File: src/rcsc_pkg.sv
// rcsc_pkg: shared types and constants for the RC stick conditioner.
// No dependencies; used by the interfaces, rcsc_chan and rc_stick_conditioner.
`timescale 1ns / 1ps
`default_nettype none

package rcsc_pkg;

    localparam int NUM_CH = 7;
    localparam int CH_THR = 0;
    localparam int CH_YAW = 1;
    localparam int CH_PIT = 2;
    localparam int CH_ROL = 3;
    localparam int CH_AX1 = 4;
    localparam int CH_AX2 = 5;
    localparam int CH_AX3 = 6;

    localparam int ADC_W  = 12;
    localparam int CHAN_W = 11;
    localparam int TRIM_W = 10;
    localparam int RAW_W  = 12;
    localparam int SQ_W   = 24;

    localparam logic [CHAN_W-1:0] CH_MIN = 11'd1000;
    localparam logic [CHAN_W-1:0] CH_MAX = 11'd2000;
    localparam logic [CHAN_W-1:0] CENTER = 11'd1500;
    localparam logic [CHAN_W-1:0] AUX_LO = 11'd1495;
    localparam logic [CHAN_W-1:0] AUX_HI = 11'd1505;
    localparam logic [SQ_W-1:0]   DEAD_SQ = 24'd625;

    typedef logic [ADC_W-1:0]  t_adc;
    typedef logic [CHAN_W-1:0] t_chan;
    typedef logic [RAW_W-1:0]  t_raw;
    typedef logic signed [TRIM_W-1:0] t_trim;

    typedef enum logic [2:0] {
        CFG_STICK_MODE   = 3'd0,
        CFG_OFS_THROTTLE = 3'd1,
        CFG_OFS_YAW      = 3'd2,
        CFG_OFS_PITCH    = 3'd3,
        CFG_OFS_ROLL     = 3'd4,
        CFG_OFS_AUX_ONE  = 3'd5,
        CFG_OFS_AUX_TWO  = 3'd6,
        CFG_OFS_AUX_THREE = 3'd7
    } t_cfg_idx;

    typedef struct packed {
        t_adc adc_aux_two;
        t_adc adc_aux_one;
        t_adc adc_aux_three;
        t_adc adc_stick_up;
        t_adc adc_yaw;
        t_adc adc_roll;
        t_adc adc_stick_down;
    } t_in_item;

    typedef struct packed {
        t_chan filtered_throttle;
        t_chan filtered_yaw;
        t_chan filtered_pitch;
        t_chan filtered_roll;
        t_chan filtered_aux_one;
        t_chan filtered_aux_two;
        t_chan filtered_aux_three;
    } t_out_item;

    // load: sample transfer into the running sums; adv: sums move to the average stage
    typedef struct packed {
        logic load;
        logic adv;
    } t_pipe_ctl;

endpackage

`default_nettype wire

File: src/rcsc_if.sv
// rcsc_in_if / rcsc_out_if: valid/ready channels for sample and result items.
// Depends on rcsc_pkg for the payload structs.
`timescale 1ns / 1ps
`default_nettype none

interface rcsc_in_if;
    logic               valid;
    logic               ready;
    rcsc_pkg::t_in_item data;

    modport source (output valid, output data, input ready);
    modport sink   (input valid, input data, output ready);
endinterface

interface rcsc_out_if;
    logic                valid;
    logic                ready;
    rcsc_pkg::t_out_item data;

    modport source (output valid, output data, input ready);
    modport sink   (input valid, input data, output ready);
endinterface

`default_nettype wire

File: src/rcsc_chan.sv
// rcsc_chan: one channel's trim, limit, history shift line, running sum and
// divide-by-window. Depends on rcsc_pkg.
`timescale 1ns / 1ps
`default_nettype none

module rcsc_chan #(
    parameter int WINDOW_LEN = 5
) (
    input  wire logic                i_clk,
    input  wire logic                i_rst_n,
    input  wire rcsc_pkg::t_pipe_ctl i_ctl,
    input  wire rcsc_pkg::t_raw      i_raw,
    input  wire rcsc_pkg::t_trim     i_trim,
    output rcsc_pkg::t_chan          o_avg
);

    localparam int SUM_W  = $clog2(WINDOW_LEN * 2000 + 1);
    localparam int WL_B   = $clog2(WINDOW_LEN);
    localparam int SHIFT  = SUM_W + WL_B;
    localparam int RCP_W  = SHIFT + 1;
    localparam longint RECIP = ((longint'(1) << SHIFT) + WINDOW_LEN - 1) / WINDOW_LEN;
    localparam int PROD_W = SUM_W + RCP_W;
    localparam int DIFF_W = rcsc_pkg::RAW_W + 2;

    rcsc_pkg::t_chan r_hist [WINDOW_LEN];
    logic [SUM_W-1:0] r_sum;
    logic [SUM_W-1:0] n_sum;
    rcsc_pkg::t_chan  r_avg;

    logic signed [DIFF_W-1:0] w_diff;
    rcsc_pkg::t_chan          w_lim;
    logic [PROD_W-1:0]        w_prod;

    assign w_diff = $signed({2'b00, i_raw})
                  - $signed({{(DIFF_W-rcsc_pkg::TRIM_W){i_trim[rcsc_pkg::TRIM_W-1]}}, i_trim});

    always_comb begin
        if (w_diff <= $signed({3'b000, rcsc_pkg::CH_MIN})) begin
            w_lim = rcsc_pkg::CH_MIN;
        end else if (w_diff >= $signed({3'b000, rcsc_pkg::CH_MAX})) begin
            w_lim = rcsc_pkg::CH_MAX;
        end else begin
            w_lim = w_diff[rcsc_pkg::CHAN_W-1:0];
        end
    end

    // oldest entry leaves the window as the new one enters
    assign n_sum = r_sum - SUM_W'(r_hist[WINDOW_LEN-1]) + SUM_W'(w_lim);

    // floor(sum / WINDOW_LEN) by reciprocal multiply, exact for all sums in range
    assign w_prod = PROD_W'(r_sum) * PROD_W'(RCP_W'(RECIP));

    always_ff @(posedge i_clk) begin
        if (!i_rst_n) begin
            r_sum <= '0;
            for (int i = 0; i < WINDOW_LEN; i++) begin
                r_hist[i] <= '0;
            end
        end else if (i_ctl.load) begin
            r_sum     <= n_sum;
            r_hist[0] <= w_lim;
            for (int i = 1; i < WINDOW_LEN; i++) begin
                r_hist[i] <= r_hist[i-1];
            end
        end
    end

    always_ff @(posedge i_clk) begin
        if (i_ctl.adv) begin
            r_avg <= w_prod[SHIFT +: rcsc_pkg::CHAN_W];
        end
    end

    assign o_avg = r_avg;

endmodule

`default_nettype wire

File: src/rc_stick_conditioner.sv
// rc_stick_conditioner: top level. Channel mapping, trim registers, pipeline
// control and the center deadbands. Depends on rcsc_pkg, rcsc_if, rcsc_chan.
//
// Takes one sample transfer per clock while the output is not stalled, and
// delivers one result transfer per sample. A result reaches the output in stages:
// the running sums update at the input transfer, the window average
// is formed by a reciprocal multiply in the next stage, and the squared-distance
// deadbands feed the output register. Each stage holds only while the one after
// it is full and stalled, so while a result waits the input keeps taking samples
// only until the earlier stages are full. Writes to the configuration port take
// effect at once and are meant for times when the pipeline is empty.
// WINDOW_LEN (1..16) sets the depth of the averaging window.
`timescale 1ns / 1ps
`default_nettype none

module rc_stick_conditioner #(
    parameter int WINDOW_LEN = 5
) (
    input  wire logic        i_clk,
    input  wire logic        i_rst_n,
    rcsc_in_if.sink          i_in,
    rcsc_out_if.source       o_out,
    input  wire logic        i_cfg_we,
    input  wire logic [2:0]  i_cfg_idx,
    input  wire logic [9:0]  i_cfg_data
);

    logic            r_stick_mode;
    rcsc_pkg::t_trim r_trim [rcsc_pkg::NUM_CH];

    logic r_v1;
    logic r_v2;
    logic r_ov;
    rcsc_pkg::t_out_item r_out;

    logic w_rdy1;
    logic w_rdy2;
    logic w_rdy3;
    logic w_adv3;
    rcsc_pkg::t_pipe_ctl w_ctl;

    logic [9:0] w_up;
    logic [9:0] w_down;
    rcsc_pkg::t_raw w_up_raw;
    rcsc_pkg::t_raw w_down_raw;
    rcsc_pkg::t_raw w_raw [rcsc_pkg::NUM_CH];
    rcsc_pkg::t_chan w_avg [rcsc_pkg::NUM_CH];

    logic w_dead_ty;
    logic w_dead_pr;
    rcsc_pkg::t_out_item n_out;

    function automatic rcsc_pkg::t_raw add_raw(input rcsc_pkg::t_adc s);
        add_raw = {1'b0, rcsc_pkg::CH_MIN} + {2'b00, s[rcsc_pkg::ADC_W-1:2]};
    endfunction

    function automatic rcsc_pkg::t_raw sub_raw(input rcsc_pkg::t_adc s);
        sub_raw = {1'b0, rcsc_pkg::CH_MAX} - {2'b00, s[rcsc_pkg::ADC_W-1:2]};
    endfunction

    function automatic logic [rcsc_pkg::SQ_W-1:0] sq_dist(input rcsc_pkg::t_chan a,
                                                          input rcsc_pkg::t_chan b);
        logic signed [rcsc_pkg::CHAN_W:0] da;
        logic signed [rcsc_pkg::CHAN_W:0] db;
        logic signed [rcsc_pkg::SQ_W-1:0] pa;
        logic signed [rcsc_pkg::SQ_W-1:0] pb;
        da = $signed({1'b0, a}) - $signed({1'b0, rcsc_pkg::CENTER});
        db = $signed({1'b0, b}) - $signed({1'b0, rcsc_pkg::CENTER});
        pa = da * da;
        pb = db * db;
        sq_dist = $unsigned(pa) + $unsigned(pb);
    endfunction

    // configuration
    always_ff @(posedge i_clk) begin
        if (!i_rst_n) begin
            r_stick_mode <= 1'b0;
            for (int i = 0; i < rcsc_pkg::NUM_CH; i++) begin
                r_trim[i] <= '0;
            end
        end else if (i_cfg_we) begin
            case (rcsc_pkg::t_cfg_idx'(i_cfg_idx))
                rcsc_pkg::CFG_STICK_MODE:    r_stick_mode <= i_cfg_data[0];
                rcsc_pkg::CFG_OFS_THROTTLE:  r_trim[rcsc_pkg::CH_THR] <= $signed(i_cfg_data);
                rcsc_pkg::CFG_OFS_YAW:       r_trim[rcsc_pkg::CH_YAW] <= $signed(i_cfg_data);
                rcsc_pkg::CFG_OFS_PITCH:     r_trim[rcsc_pkg::CH_PIT] <= $signed(i_cfg_data);
                rcsc_pkg::CFG_OFS_ROLL:      r_trim[rcsc_pkg::CH_ROL] <= $signed(i_cfg_data);
                rcsc_pkg::CFG_OFS_AUX_ONE:   r_trim[rcsc_pkg::CH_AX1] <= $signed(i_cfg_data);
                rcsc_pkg::CFG_OFS_AUX_TWO:   r_trim[rcsc_pkg::CH_AX2] <= $signed(i_cfg_data);
                rcsc_pkg::CFG_OFS_AUX_THREE: r_trim[rcsc_pkg::CH_AX3] <= $signed(i_cfg_data);
                default: ;
            endcase
        end
    end

    // pipeline handshake
    assign w_rdy3 = !r_ov || o_out.ready;
    assign w_adv3 = r_v2 && w_rdy3;
    assign w_rdy2 = !r_v2 || w_rdy3;
    assign w_rdy1 = !r_v1 || w_rdy2;
    assign w_ctl.load = i_in.valid && w_rdy1;
    assign w_ctl.adv  = r_v1 && w_rdy2;
    assign i_in.ready = w_rdy1;

    always_ff @(posedge i_clk) begin
        if (!i_rst_n) begin
            r_v1 <= 1'b0;
            r_v2 <= 1'b0;
            r_ov <= 1'b0;
        end else begin
            if (w_ctl.load) begin
                r_v1 <= 1'b1;
            end else if (w_ctl.adv) begin
                r_v1 <= 1'b0;
            end
            if (w_ctl.adv) begin
                r_v2 <= 1'b1;
            end else if (w_adv3) begin
                r_v2 <= 1'b0;
            end
            if (w_adv3) begin
                r_ov <= 1'b1;
            end else if (o_out.ready) begin
                r_ov <= 1'b0;
            end
        end
    end

    // channel mapping
    assign w_up       = i_in.data.adc_stick_up[rcsc_pkg::ADC_W-1:2];
    assign w_down     = i_in.data.adc_stick_down[rcsc_pkg::ADC_W-1:2];
    assign w_up_raw   = {1'b0, rcsc_pkg::CH_MIN} + {2'b00, w_up};
    assign w_down_raw = {1'b0, rcsc_pkg::CH_MAX} - {2'b00, w_down};

    assign w_raw[rcsc_pkg::CH_THR] = r_stick_mode ? w_up_raw : w_down_raw;
    assign w_raw[rcsc_pkg::CH_PIT] = r_stick_mode ? w_down_raw : w_up_raw;
    assign w_raw[rcsc_pkg::CH_YAW] = add_raw(i_in.data.adc_yaw);
    assign w_raw[rcsc_pkg::CH_ROL] = sub_raw(i_in.data.adc_roll);
    assign w_raw[rcsc_pkg::CH_AX1] = add_raw(i_in.data.adc_aux_one);
    assign w_raw[rcsc_pkg::CH_AX2] = add_raw(i_in.data.adc_aux_two);
    assign w_raw[rcsc_pkg::CH_AX3] = add_raw(i_in.data.adc_aux_three);

    for (genvar c = 0; c < rcsc_pkg::NUM_CH; c++) begin : g_chan
        rcsc_chan #(
            .WINDOW_LEN (WINDOW_LEN)
        ) u_chan (
            .i_clk   (i_clk),
            .i_rst_n (i_rst_n),
            .i_ctl   (w_ctl),
            .i_raw   (w_raw[c]),
            .i_trim  (r_trim[c]),
            .o_avg   (w_avg[c])
        );
    end

    // center deadbands
    assign w_dead_ty = sq_dist(w_avg[rcsc_pkg::CH_THR], w_avg[rcsc_pkg::CH_YAW])
                       <= rcsc_pkg::DEAD_SQ;
    assign w_dead_pr = sq_dist(w_avg[rcsc_pkg::CH_ROL], w_avg[rcsc_pkg::CH_PIT])
                       <= rcsc_pkg::DEAD_SQ;

    always_comb begin
        n_out.filtered_throttle = w_dead_ty ? rcsc_pkg::CENTER : w_avg[rcsc_pkg::CH_THR];
        n_out.filtered_yaw      = w_dead_ty ? rcsc_pkg::CENTER : w_avg[rcsc_pkg::CH_YAW];
        n_out.filtered_pitch    = w_dead_pr ? rcsc_pkg::CENTER : w_avg[rcsc_pkg::CH_PIT];
        n_out.filtered_roll     = w_dead_pr ? rcsc_pkg::CENTER : w_avg[rcsc_pkg::CH_ROL];
        n_out.filtered_aux_two  = w_avg[rcsc_pkg::CH_AX2];
        n_out.filtered_aux_one  = w_avg[rcsc_pkg::CH_AX1];
        n_out.filtered_aux_three = w_avg[rcsc_pkg::CH_AX3];
        if (w_avg[rcsc_pkg::CH_AX1] > rcsc_pkg::AUX_LO
                && w_avg[rcsc_pkg::CH_AX1] < rcsc_pkg::AUX_HI) begin
            n_out.filtered_aux_one = rcsc_pkg::CENTER;
        end
        if (w_avg[rcsc_pkg::CH_AX3] > rcsc_pkg::AUX_LO
                && w_avg[rcsc_pkg::CH_AX3] < rcsc_pkg::AUX_HI) begin
            n_out.filtered_aux_three = rcsc_pkg::CENTER;
        end
    end

    always_ff @(posedge i_clk) begin
        if (w_adv3) begin
            r_out <= n_out;
        end
    end

    assign o_out.valid = r_ov;
    assign o_out.data  = r_out;

    // checks
    a_reset_empty: assert property (@(posedge i_clk)
        !i_rst_n |=> !o_out.valid && !r_v1 && !r_v2)
        else $error("pipeline not empty after reset");

    a_out_range: assert property (@(posedge i_clk) disable iff (!i_rst_n)
        o_out.valid |-> o_out.data.filtered_throttle <= rcsc_pkg::CH_MAX
                     && o_out.data.filtered_roll <= rcsc_pkg::CH_MAX
                     && o_out.data.filtered_aux_two <= rcsc_pkg::CH_MAX)
        else $error("filtered value above limit");

    a_aux_snap: assert property (@(posedge i_clk) disable iff (!i_rst_n)
        o_out.valid |-> !(o_out.data.filtered_aux_one > rcsc_pkg::AUX_LO
                          && o_out.data.filtered_aux_one < rcsc_pkg::AUX_HI
                          && o_out.data.filtered_aux_one != rcsc_pkg::CENTER))
        else $error("aux one deadband not applied");

    a_advance: assert property (@(posedge i_clk) disable iff (!i_rst_n)
        r_v2 && !o_out.valid |=> o_out.valid)
        else $error("averaged item did not reach the output register");

    a_load_sums: assert property (@(posedge i_clk) disable iff (!i_rst_n)
        i_in.valid && i_in.ready |=> r_v1)
        else $error("transfer did not enter the sum stage");

endmodule

`default_nettype wire

File: src/flat_wrapper.sv
// flat-port wrapper written by rule: the top's interface ports become plain ports
module rc_stick_conditioner_flat 
#(
    parameter int WINDOW_LEN = 5
)
  (i_clk, i_rst_n, i_cfg_we, i_cfg_idx, i_cfg_data, i_in_valid, i_in_data, i_in_ready, o_out_valid, o_out_data, o_out_ready);
  rcsc_in_if i_in_i ();
  rcsc_out_if o_out_i ();
  input  wire logic i_clk;
  input  wire logic i_rst_n;
  input  wire logic i_cfg_we;
  input  wire logic [2:0] i_cfg_idx;
  input  wire logic [9:0] i_cfg_data;
  input wire logic [$bits(i_in_i.valid)-1:0] i_in_valid;
  input wire logic [$bits(i_in_i.data)-1:0] i_in_data;
  output wire logic [$bits(i_in_i.ready)-1:0] i_in_ready;
  output wire logic [$bits(o_out_i.valid)-1:0] o_out_valid;
  output wire logic [$bits(o_out_i.data)-1:0] o_out_data;
  input wire logic [$bits(o_out_i.ready)-1:0] o_out_ready;
  assign i_in_i.valid = i_in_valid;
  assign i_in_i.data = i_in_data;
  assign i_in_ready = i_in_i.ready;
  assign o_out_valid = o_out_i.valid;
  assign o_out_data = o_out_i.data;
  assign o_out_i.ready = o_out_ready;
  rc_stick_conditioner #(.WINDOW_LEN(WINDOW_LEN)) u_core (.i_clk(i_clk), .i_rst_n(i_rst_n), .i_in(i_in_i), .o_out(o_out_i), .i_cfg_we(i_cfg_we), .i_cfg_idx(i_cfg_idx), .i_cfg_data(i_cfg_data));
endmodule
File: config.mk
export PLATFORM = sky130hd
export DESIGN_NAME = rc_stick_conditioner_flat
export DESIGN_NICKNAME = d
export VERILOG_FILES = /design/src/rcsc_pkg.sv /design/src/rcsc_if.sv /design/src/rcsc_chan.sv /design/src/rc_stick_conditioner.sv /design/src/flat_wrapper.sv
export SDC_FILE = /design/constraint.sdc
export NUM_CORES = 2
export LEC_CHECK = 0
export BUFFER_PORTS_ARGS = -buffer_cell sky130_fd_sc_hd__buf_2
export CORE_MARGIN = 2
export CORE_UTILIZATION = 26
export DETAILED_ROUTE_END_ITERATION = 16
export SYNTH_ARGS = -nofsm -noshare
export SYNTH_HDL_FRONTEND = slang
export SYNTH_SLANG_ARGS = --single-unit
File: constraint.sdc
create_clock -name i_clk -period 31.8 [get_ports i_clk]
set_input_delay 9.54 -clock i_clk [delete_from_list [all_inputs] [get_ports i_clk]]
set_output_delay 9.54 -clock i_clk [all_outputs]
set_load 0.02 [all_outputs]
==> results.md <==
* Drt first pass iters at 5
* Cell variety after synth at just over 90
* Die footprint at 306600 um^2
* Detailed Place HPWL at about 140000 um
* Post-synth EDFFs at roughly 610
* Fin area at slightly below 90000 um^2
* DRC viols at 0
* Worst path required time at between 20 and 25 ns
* Post-DRT Antenna Nets at 0
* Cells along the critical path: buf_2 -> nor2b_1 -> nand3_1 -> buf_2
* Die height at around 550 um
* Fin. max-slew vios at 0
* Ranking of synthesized cells by area: fa_1 (27%), edfxtp_1 (23%), ha_1 (17%)
* Top_reg_cell synth: edfxtp_1
* Routed len/inst at approximately 15 um
* Crit Path Class: in -> out
* Num Clock Sinks at about 700
* Area of the multi-input gates at ~51000 um^2
* CP most frequent cell: buf_2
* Synth Cell Area at 78560 um^2
* Synth Warn # at 0
* Element type at the critical path end: primary output
* Yosys reg bits at roughly 700
* MaxCap Viol Count at 0
* CTS tree: done
* Total gr overflow at 0
* Post-Route Utilization at about 29%
* DP Area at between 80000 and 90000 um^2
* Yosys top cell area share at ~27%
* Crit path max-delay family: simple AND/OR/NAND/NOR gates
* WP buf/inv at 2
* Layout Nets at between 9000 and 10000
* Fill cells at about 31000
* Initial DRC Count at between 2000 and 3000
* Setup violators final at 0
* Core Box Area at between 300000 and 400000 um^2
* Post-Synthesis Cells at approximately 7500
* Worst-Margin Slew at 1.058 ns
* PortBufs at 166
* Post-CTS Setup Inserts at 0
* Seq/Total Area, Yosys at roughly a quarter
* Fmax at between 40 and 50 MHz
* Cell row count at between 200 and 250
* Post-synth top cells: inv_1 (1793), fa_1 (1059), ha_1 (1057)
* Register area at 20330 um^2
* Run status: completed
* IO Count at about 180
* Worst Hold Class: reg -> reg
* Top-count cell post-synth: inv_1
* First-pass GRT wire length at about 280000 um
* CTS hold repair buffers at 0
* Via count of the first global-routing pass at around 51000
* Placed cell count at around 12000
* Detailed-route vias per instance at around 4.2
* Cells on worst reg2reg path at 31
* Largest net degree at the start of global routing at approximately 180
* Crit path largest cell delay at about 0.44 ns
* Clock skew at roughly 0.025 ns
* Setup crit start kind: input pin
* Number of gates resized after CTS at 0
* Final period demand of the worst path at around 20 ns
* CTS max path bufs at 3
* Initial Util at 26.16%
* Hold path depth at 0
* Share of layout cells above drive strength 1 at 5.489%
* Clock root cell: clkbuf_16
* RSZ-0062 raised after global routing: false
* Via count at around 50000
* Fin cells at 11690
* Setup TNS at 0 ns
* GRT Total Usage at between 10% and 20%
* GP Congestion at between 0.8 and 0.9
* Initial antenna violation count at 34
* Max_slew headroom at a little under 30%
* Critical Path Stages at 4
* Total CTS buffers at between 80 and 90
* Clock slew at reported path FFs at 0.07 ns
* Synthesized area per cell at 10.49 um^2
* Crit-path max FO at 5
* Yosys top cell by area: fa_1
* H-tree Lvls at 3
* Tcrit/Tclk final at between 60 and 70%
* Clock Latency Late Sink at 0.69 ns
* Ys async rst share at 0%
* Worst Path Arrival at 10.63 ns
* Critical-path top delay cell: nor2b_1
* Syn nets at ~9700
* Final hold vios at 0
* Post-Route WL at roughly 170000 um
* Die width at ~550 um
* Area Growth Syn to Fin at 10.70%
-- registers in the layout (all words and copies together) (netlist names) --
name / count
u_core.r_v1: 1
u_core.g_chan.u_chan.r_sum: 98
u_core.o_out.valid: 1
u_core.g_chan.u_chan.r_hist: 385
u_core.r_stick_mode: 1
u_core.o_out.data: 77
u_core.r_v2: 1
u_core.r_trim: 70
u_core.g_chan.u_chan.o_avg: 77
-- metal layers --
| metal | vias to the layer above | track usage, % | wire (um) |
|---|---|---|---|
| met5 | - | 0 | 155 |
| met4 | 24 | 2.717 | 3839 |
| met3 | 241 | 2.281 | 10030 |
| met2 | 876 | 17.16 | 72630 |
| met1 | 23810 | 16.36 | 83860 |
| li1 | 24280 | - | - |
-- layout by cell type (no fill, tap or decap), types with 28 or more instances in the layout --
master,count
o22ai_1,73
buf_4,32
and2_1,361
xor2_1,105
nor2b_1,65
o21a_1,66
nor2_1,460
dfxtp_1,102
or2_2,52
buf_2,166
edfxtp_1,609
inv_1,1793
o21bai_1,28
fa_1,1059
nor3_1,73
clkbuf_16,82
xnor2_1,241
a21oi_1,204
nand2b_1,67
nand2_1,264
nand3_1,45
ha_1,1057
a21o_1,84
o21ai_0,155
-- per-stage QoR --
stage                     setup WS (ns)  hold WS, ns
after floorplan                   9.417       0.4003
after global placement            11.65       0.4037
after detailed placement          11.63       0.4056
after CTS                         11.63       0.3979
after global routing              11.56       0.4125
final                             11.63       0.4079
-- path summary, 6_finish.rpt --
path | from | end | slack (ns)
setup reg to reg | u_core.g_chan[1].u_chan.o_avg[2] | u_core.o_out.data[60] | 21.52
hold reg to reg | u_core.g_chan[5].u_chan.o_avg[4] | u_core.o_out.data[15] | 0.41
setup / recovery | o_out_ready | i_in_ready | 11.63
hold / removal | u_core.g_chan[5].u_chan.o_avg[4] | u_core.o_out.data[15] | 0.41
-- kinds of logic (layout without fill, tap and decap cells) --
family / after synthesis / after routing / share of synthesized area [%]
xor gates and xnor gates: 347 / 347 / 3.886
adders and majority gates: 2116 / 2116 / 43.82
AOI/OAI and AO/OA: 838 / 838 / 7.044
DFF: 711 / 711 / 25.88
and+or+nand+nor: 1529 / 1529 / 9.857
muxes: 25 / 25 / 0.3313
other: 0 / 6 / 0
buffers and inverters: 1920 / 2159 / 9.186
-- worst reg2reg max path, delay by kind of cell, from the launching register on --
kind                       cells  cell delay (ns)
buffers and inverters          7             0.93
muxes                          1             0.28
DFF                            1             0.76
and+or+nand+nor                7             2.22
xor gates and xnor gates       1             0.49
AOI/OAI and AO/OA              6             1.10
adders and majority gates      9             4.26
-- cell type report --
class	instances	share of cell area (%)
Multi-Input combinational cell	4855	58.70
Antenna cell	6	0.01726
Inverter	1808	7.812
Clock inverter	55	0.6719
Clock buffer	97	2.470
Sequential cell	711	23.38
Tap cell	3958	5.694
Timing Repair Buffer	199	1.255
Power is left out: the tool's default activity adds up to more than one toggle a clock period on the data nets, which glitch-free logic cannot reach.
